--- src/sv/simple_risc_core_execute_top_defines.svh ---
// ----------------------------------------------------------------------------
// simple_risc_core_execute_top_defines
// Assertion helper macros for the small RISC core.
// ----------------------------------------------------------------------------
`ifndef SIMPLE_RISC_CORE_EXECUTE_TOP_DEFINES_SVH
`define SIMPLE_RISC_CORE_EXECUTE_TOP_DEFINES_SVH
// concurrent implication checked on every rising clock edge outside reset
`define SRC_ASSERT_IMP(label, clk, rst_n, ante, cons) \
    label: assert property (@(posedge clk) disable iff (!rst_n) (ante) |-> (cons)) \
        else $error("assertion failed");
// next-cycle implication
`define SRC_ASSERT_NXT(label, clk, rst_n, ante, cons) \
    label: assert property (@(posedge clk) disable iff (!rst_n) (ante) |=> (cons)) \
        else $error("assertion failed");
`endif

--- src/sv/src_pkg.sv ---
`timescale 1ns / 1ps
`default_nettype none
// ----------------------------------------------------------------------------
// src_pkg
// Shared types and codes for the small RISC core.
// ----------------------------------------------------------------------------
package src_pkg;
    typedef enum logic [1:0] {
        CMD_WRITE_MEM = 2'd0,
        CMD_EXECUTE   = 2'd1,
        CMD_READ_MEM  = 2'd2,
        CMD_READ_REG  = 2'd3
    } t_cmd;

    localparam logic [3:0] OP_ADD  = 4'd0;
    localparam logic [3:0] OP_SUB  = 4'd1;
    localparam logic [3:0] OP_AND  = 4'd2;
    localparam logic [3:0] OP_OR   = 4'd3;
    localparam logic [3:0] OP_SLL  = 4'd4;
    localparam logic [3:0] OP_SRA  = 4'd5;
    localparam logic [3:0] OP_BEQ  = 4'd7;
    localparam logic [3:0] OP_BGT  = 4'd8;
    localparam logic [3:0] OP_BLE  = 4'd9;
    localparam logic [3:0] OP_BNE  = 4'd10;
    localparam logic [3:0] OP_JAL  = 4'd11;
    localparam logic [3:0] OP_LW   = 4'd12;
    localparam logic [3:0] OP_SW   = 4'd13;
    localparam logic [3:0] OP_LHI  = 4'd14;
    localparam logic [3:0] OP_HALT = 4'd15;

    localparam logic [3:0]  REG_IMM  = 4'd1;
    localparam logic [3:0]  REG_LINK = 4'd15;
    localparam logic [15:0] HALT_WORD = 16'h000F;

    typedef struct packed {
        logic [31:0] read_data;
        logic [15:0] pc;
        logic        halted;
        logic [31:0] count;
        logic [15:0] highest;
    } t_result;
endpackage
`default_nettype wire

--- src/sv/src_alu.sv ---
`timescale 1ns / 1ps
`default_nettype none
// ----------------------------------------------------------------------------
// src_alu
// Arithmetic, shift and branch compare for one instruction.
// ----------------------------------------------------------------------------
module src_alu (
    input  wire logic [3:0]  i_op,
    input  wire logic [31:0] i_a,
    input  wire logic [31:0] i_b,
    input  wire logic [31:0] i_d,
    output logic      [31:0] o_result,
    output logic             o_take
);
    import src_pkg::*;

    always_comb begin
        o_result = 32'd0;
        o_take   = 1'b0;
        case (i_op)
            OP_ADD:  o_result = i_a + i_b;
            OP_SUB:  o_result = i_a - i_b;
            OP_AND:  o_result = i_a & i_b;
            OP_OR:   o_result = i_a | i_b;
            OP_SLL:  o_result = i_a << i_b[4:0];
            OP_SRA:  o_result = $unsigned($signed(i_a) >>> i_b[4:0]);
            OP_LHI:  o_result = {i_a[15:0], i_d[15:0]};
            OP_BEQ:  o_take = (i_a == i_b);
            OP_BGT:  o_take = ($signed(i_a) > $signed(i_b));
            OP_BLE:  o_take = ($signed(i_a) <= $signed(i_b));
            OP_BNE:  o_take = (i_a != i_b);
            default: o_result = 32'd0;
        endcase
    end
endmodule
`default_nettype wire

--- config.mk ---
export PLATFORM = sky130hd
export DESIGN_NAME = src_alu
export DESIGN_NICKNAME = d
export VERILOG_FILES = /design/src/sv/simple_risc_core_execute_top_defines.svh /design/src/sv/src_pkg.sv /design/src/sv/src_alu.sv
export SDC_FILE = /design/constraint.sdc
export NUM_CORES = 1
export LEC_CHECK = 0
export BUFFER_PORTS_ARGS = -buffer_cell sky130_fd_sc_hd__buf_2
export CORE_MARGIN = 2
export CORE_UTILIZATION = 40
export DETAILED_ROUTE_END_ITERATION = 10
export PLACE_DENSITY = 0.58
export SYNTH_ARGS = -nofsm -noshare
export SYNTH_HDL_FRONTEND = slang
export SYNTH_SLANG_ARGS = --single-unit
--- constraint.sdc ---
create_clock -name vclk -period 4.9
set_input_delay 0.735 -clock vclk [all_inputs]
set_output_delay 0.735 -clock vclk [all_outputs]
set_load 0.01 [all_outputs]
After elaboration in Yosys (flattened, before gate mapping)
Cells that the tools add are included.
{"block": "classes", "add_sub_neg": 2, "magnitude_cmp": 2, "eq_ne": 12, "n_shift": 2, "n_mux": 2, "bitwise": 2, "reduce_logical": 1}
{"cell": "$pmux W32 S7", "count": 1}
{"cell": "$add A32 B32 Y32", "count": 1}
{"cell": "$and A32 B32 Y32", "count": 1}
{"cell": "$eq A32 B32 Y1", "count": 1}
{"cell": "$gt A32 B32 Y1", "count": 1}
{"cell": "$le A32 B32 Y1", "count": 1}
{"cell": "$ne A32 B32 Y1", "count": 1}
{"cell": "$or A32 B32 Y32", "count": 1}
{"cell": "$shl A32 B5 Y32", "count": 1}
{"cell": "$sshr A32 B5 Y32", "count": 1}
{"cell": "$sub A32 B32 Y32", "count": 1}
{"cell": "$eq A4 B4 Y1 const B", "count": 4}
{"cell": "$eq A4 B3 Y1 const B", "count": 3}
{"cell": "$eq A4 B2 Y1 const B", "count": 2}
{"cell": "$eq A4 B1 Y1 const B", "count": 1}
{"cell": "$logic_not A4 Y1", "count": 1}
{"cell": "$pmux W1 S4", "count": 1}
{"block": "word_totals", "reg_bits": 0, "inputBits": 100, "elab_cells": 23}

Longest topological paths before layout
Gate-level depths: netlist of run 1.
{"block": "depth", "depth_word": 2, "depth_mapped": 14}

Worst setup path after synthesis of run 1
Ideal clock, no wire load.
{"block": "synth_timing", "path_type": "input port to output port", "startpoint": "in i_b[2]", "endpoint": "out o_result[25]", "arrival_ps": 3876, "required_ps": 4165, "slack_ps": 289, "cell_stages": 14, "path_buffers": 4, "cell_sequence": "buf_2 inv_2 buf_1 clkbuf_1 ha_1 buf_2 nor3_1 o31ai_2 a2111oi_2 o31ai_2 a211oi_2 o21ai_0 a211oi_1 nand3b_1"}
{"block": "synth_between", "elab_chain_cells": 2}
{"element": "start, declared", "line_no": "src_alu.sv:10", "text": "input wire logic [31:0] i_b,"}
{"element": "$sub A32 B32 Y32 (tied with other cells)", "line_no": "src_alu.sv:22", "text": "OP_SUB: o_result = i_a - i_b;"}
{"element": "$pmux W32 S7 *", "line_no": "src_alu.sv:20", "text": "case (i_op)"}
{"element": "end, declared", "line_no": "src_alu.sv:12", "text": "output logic [31:0] o_result,"}
Mark *: on every way between the ends. The rest lies on a longest branch, timed or not.

Worst setup path after layout of run 1
{"block": "layout_timing", "startpoint": "in i_a[0]", "endpoint": "out o_result[20]"}
{"block": "layout_between", "elab_chain_cells": 2}
{"element": "start, declared", "line_no": "src_alu.sv:9", "text": "input wire logic [31:0] i_a,"}
{"element": "$sub A32 B32 Y32 (tied with other cells)", "line_no": "src_alu.sv:22"}
{"element": "$pmux W32 S7 *", "line_no": "src_alu.sv:20"}
Marked as above.

==> metrics, run 1 <==
Die W between 150 and 200 um; simple logic cell fraction of the synthesized area about a fifth; initial core utilization between 40% and 50%; Slew headroom about a quarter; RSZ-0062 raised after global routing no; power share of the sequential group 0%; required time of the critical path between 4000 and 5000 ps; wire per inst approximately 25 um; Min Clock Period, post-route approximately 4600 ps; row cnt 54; maximum vdd ir drop 55.1 uV; Hold-fix buffers, CTS 0; Ys Warns 0; setup bufs post-CTS 0; # clk buffers 0; initial antenna violation count 0; Max Freq roughly 220 MHz; period utilization 93.2%; Routed WL between 40000 and 50000 um; diode count 0; synthesized-area fraction occupied by ao, oa, aoi and oai cells around a third; final setup TNS 0 ps; worst-path fanout max 7; core area 0.0218 mm^2; register area 0 um^2; post-synthesis mux area share 19.2%; NetSw about 0.7 mW; # DRC 0; Routed Antenna Nets 0; worst slew pin tran approximately 1100 ps; Post-Syn Area 0.00887 mm^2; power per cell area about 120 mW/mm^2; Final nets 1550; Hold/Removal Path Class input port to output port; Syn Area/Cell between 6 and 7 um^2; layout cells sized above 1 19.9%; post-synthesis xor/xnor area fraction 1.88%; fin area 0.00982 mm^2; Seq cells 0; Syn Nets 1475; CP endpoint kind output port; Sw Ratio 62.8%; number of port buffers ~120; Fin. Hold Viols 0; gpl congestion slightly below 1; first-pass GRT wire length approximately 60000 um; Setup crit start kind input port; WP data arrival 3830 ps; share of the yosys chip area belonging to registers 0%; most common cell after layout, fill and taps aside a21oi_1; critical path type input port to output port; die height 153 um; Post-DP Area between 0.009 and 0.01 mm^2; Logic pwr share 100.0%; largest family of logic cells by synthesized area compound AO/OA/AOI/OAI gates; DIE AREA ~0.023 mm^2; largest net degree at the start of global routing 85; via count about 11k; Overflow after GRT 0; Setup-failing EPs final 0; clock power share 0%; Int Pwr roughly 0.43 mW; 1st-pass router iterations 6; Area Growth Syn to Fin 10.7%; most frequent cells in the layout 143 x a21oi_1, 136 x nor2_1, 115 x buf_2; starting DRC count in detailed routing 1228; Final Max Tran Viols 0; Pleak around 4.3 nW; status finished clean; Adder-Cell Fraction of Synth Area between 15 and 20%; Post-Layout Cell Count 1621; post-CTS sizing 0; Inst Count DP about 1.6k; post-synth cell types 84; vias in the first global route 9774; vias per inst around 6.5; I/O Pins about 130; GRT Total Usage 32.9%; cell count after synthesis approximately 1.3k; maxcap violations 0; FILL cells between 2k and 2.5k; Final HPWL DP 31300 um
==> per-stage QoR <==
stage	util [%]	hold slack (ps)	total power [mW]	setup slack [ps]
after floorplan	-	1630	0.734	289
after global placement	45.0	1800	1.12	405
after detailed placement	45.0	1810	1.12	414
after global routing	45.0	1830	1.23	103
final	45.0	1810	1.15	332
after CTS	45.0	1810	1.12	401
==> cells by family (layout without fill, tap and decap cells) <==
family / Yosys count / in the layout
buffers and inverters: 202 / 275
muxes: 106 / 106
xor gates and xnor gates: 19 / 19
and+or+nand+nor: 379 / 379
adders and majority gates: 107 / 107
AOI/OAI and AO/OA: 455 / 455
==> synth_stat cells (8+ instances only) <==
| library cell | number | area [um^2] |
|---|---|---|
| xnor2_1 | 18 | 158 |
| o21bai_1 | 8 | 60.1 |
| mux4_2 | 50 | 1130 |
| nand3_1 | 26 | 130 |
| ha_1 | 105 | 1310 |
| nor3_1 | 28 | 140 |
| nand2b_1 | 13 | 81.3 |
| a21o_1 | 16 | 120 |
| or3_1 | 10 | 62.6 |
| nand2_1 | 104 | 390 |
| buf_4 | 10 | 75.1 |
| o31ai_1 | 11 | 82.6 |
| mux2_2 | 10 | 113 |
| a222oi_1 | 16 | 160 |
| a211oi_1 | 25 | 188 |
| buf_1 | 15 | 56.3 |
| a21oi_1 | 143 | 716 |
| a22oi_1 | 11 | 82.6 |
| clkbuf_1 | 53 | 199 |
| nor4_1 | 8 | 50.1 |
| mux2i_1 | 45 | 450 |
| nor2b_1 | 15 | 93.8 |
| buf_2 | 20 | 100 |
| o21ai_0 | 95 | 475 |
| o221ai_1 | 8 | 70.1 |
| inv_1 | 96 | 360 |
| nor2_1 | 136 | 510 |
| o211ai_1 | 25 | 188 |
==> worst max-delay path, cell delays in order <==
cell and delay (ps):
buf_2 150, inv_1 90, ha_1 180, inv_1 60, fa_1 370, nor2b_1 160, o21ai_0 260, a21boi_1 220
o31ai_1 460, nor2_1 100, o32ai_1 330, xnor2_1 210, o211ai_1 320, buf_2 200
==> final timing paths <==
path | end | startpoint | cells after the start | slack (ps)
setup / recovery | o_result[20] | i_a[0] | 14 | 330
hold / removal | o_result[1] | i_d[1] | 4 | 1810
==> metal layers <==
layer  wire length (um)  up-vias  global-route usage [%]  part of all wire [%]
met5                  0        -                       0                     0
met4               2180        0                    14.2                   5.4
met3               3700      106                    3.77                   9.2
met2              17300      629                    50.7                    43
met1              17100     4983                    46.4                    42
li1                   -     4858                       -                     -
==> area by class of cell <==
cell class / instances / area, um^2 / share of cell area (%)
tap: 280 / 350 / 3.57
multi-input combinational: 1066 / 8030 / 81.7
inverter: 99 / 372 / 3.78
timing repair buffer: 176 / 1070 / 10.9
==> power groups by stage <==
| stage | Combinational (mW) | Sequential, mW | Clock (mW) |
|---|---|---|---|
| 3_3_place_gp | 1.12 | 0 | 0 |
| 6_report | 1.15 | 0 | 0 |
| 4_1_cts | 1.12 | 0 | 0 |
| 2_1_floorplan | 0.734 | 0 | 0 |
| 5_1_grt | 1.23 | 0 | 0 |
| 3_5_place_dp | 1.12 | 0 | 0 |
Note: power is estimated with default switching activity, not from simulation.
==> inputs of run 2 (changes only) <==
- CORE_ASPECT_RATIO: default -> 1.25
==> run 2 against run 1 <==
Net effect: sequential share of layout area stayed put; flip-flop and latch count unchanged; first-iteration DRC count down 15%; highest routed layer unchanged; combinational power is essentially flat; die area about the same; global-route usage rose by 0.57 points; power fell by 0.14%; fmax down 2.1%; critical endpoint is now o_result[25].
==> metrics, run 2 (same netlist as run 1, synthesis figures left out) <==
most frequent cells in the layout 143 x a21oi_1, 136 x nor2_1, 115 x buf_2; # DRC 0; Die W about 140 um; critical path's slowest cell a2111oi_2; 1st-pass router iterations 9; Total Power between 1 and 1.5 mW; largest stage delay on the critical path a little over 500 ps; first-pass GRT wire length 59600 um; layout cells sized above 1 about a fifth; CP endpoint kind output port; final setup TNS 0 ps; crit-path cells buf_2 > inv_1 > ha_1 > nor3_1 > o31ai_2 > a2111oi_2 > o31ai_2 > a211oi_2 > o21ai_0 > a211oi_1 > nand3b_1 > buf_2; Int Pwr ~0.42 mW; starting DRC count in detailed routing between 1k and 1.5k; WP data arrival between 3000 and 4000 ps; Crit. path cell count 12; maximum vdd ir drop between 70 and 80 uV; number of port buffers ~120; row cnt 60; Routed Antenna Nets 0; status finished clean; crit path buf inv count 3; gpl congestion between 0.9 and 1; diode count 0; vias in the first global route roughly 10k; GRT Total Usage 33.5%; Hold-fix buffers, CTS 0; Worst Setup EP o_result[25]; maxcap violations 0; post-CTS sizing 0; Setup crit start kind input port; Pleak 4.27 nW; Sw Ratio a little over three fifths; largest net degree at the start of global routing 64; initial core utilization 41.0%; min-delay src i_d[6]; vias per inst 6.55; NetSw ~0.72 mW; register area 0 um^2; CP top delay family compound AO/OA/AOI/OAI gates; Post-Layout Cell Count approximately 1.6k; Seq cells 0; worst-path fanout max 9; required time of the critical path approximately 4200 ps; clock power share 0%; Min Clock Period, post-route between 4000 and 5000 ps; Routed WL ~40000 um; worst slew pin tran around 1100 ps; initial antenna violation count 0; DIE AREA ~0.023 mm^2; multi-input logic area between 0.008 and 0.009 mm^2; Hold/Removal Path Class input port to output port; Max Freq 214 MHz; power per cell area 118 mW/mm^2; Logic pwr share 100.0%; Setup-failing EPs final 0; I/O Pins approximately 130; Fin. Hold Viols 0; FILL cells 2362; Final Max Tran Viols 0; Final HPWL DP 31700 um; die height about 170 um; core area about 0.022 mm^2; setup bufs post-CTS 0; Slew headroom between 20% and 30%; wire per inst around 25 um; Overflow after GRT 0; Final nets between 1.5k and 2k; critical path type input port to output port; # clk buffers 0; period utilization between 90% and 100%; Critical Path Source i_a[2]; power share of the sequential group 0%; Area Growth Syn to Fin 9.92%; Inst Count DP between 1.5k and 2k; RSZ-0062 raised after global routing no; most common cell after layout, fill and taps aside a21oi_1; via count approximately 11k
-- run 2: changes by cell type in the layout (fill, tap and decap cells not counted), sizes merged --
cell  delta
buf      -6
-- run 2: how the worst min path moves through the flow --
stage | to | slack, ps | depth (start not counted)
finish | o_result[6] | 1810 | 4
global route | o_result[6] | 1830 | 4
CTS | o_result[6] | 1810 | 4
detailed placement | o_result[6] | 1810 | 4
global placement | o_result[6] | 1810 | 4
floorplan | o_result[11] | 1630 | 2
-- run 2: per-stage QoR --
| step | setup WS (ps) | cell area [um^2] | hold WS, ps | utilization [%] |
|---|---|---|---|---|
| 3_3_place_gp | 402 | 9750 | 1810 | 45.1 |
| 2_1_floorplan | 289 | 8870 | 1630 | - |
| 5_1_grt | 15.8 | 9750 | 1830 | 45.1 |
| 4_1_cts | 370 | 9750 | 1810 | 45.1 |
| 6_report | 234 | 9750 | 1810 | 45.1 |
| 3_5_place_dp | 375 | 9750 | 1810 | 45.1 |
-- run 2: power by group through the flow --
stage | Combinational, mW | Sequential (mW) | Clock [mW]
floorplan | 0.734 | 0 | 0
global placement | 1.11 | 0 | 0
detailed placement | 1.12 | 0 | 0
CTS | 1.12 | 0 | 0
global route | 1.23 | 0 | 0
finish | 1.15 | 0 | 0
-- run 2: per-layer routing --
metal  vias up  share of wire, %  GRT usage (%)
li1       4854                 -              -
met1      4943                38           42.2
met2       617                44           52.3
met3       156               8.0           2.86
met4         0               9.4           25.6
met5         -                 0              0
-- run 2: final cells by class --
class	count	area share (%)
well taps	279	3.58
multi-input cells	1066	82.3
repair buffers	170	10.3
inverters	99	3.81
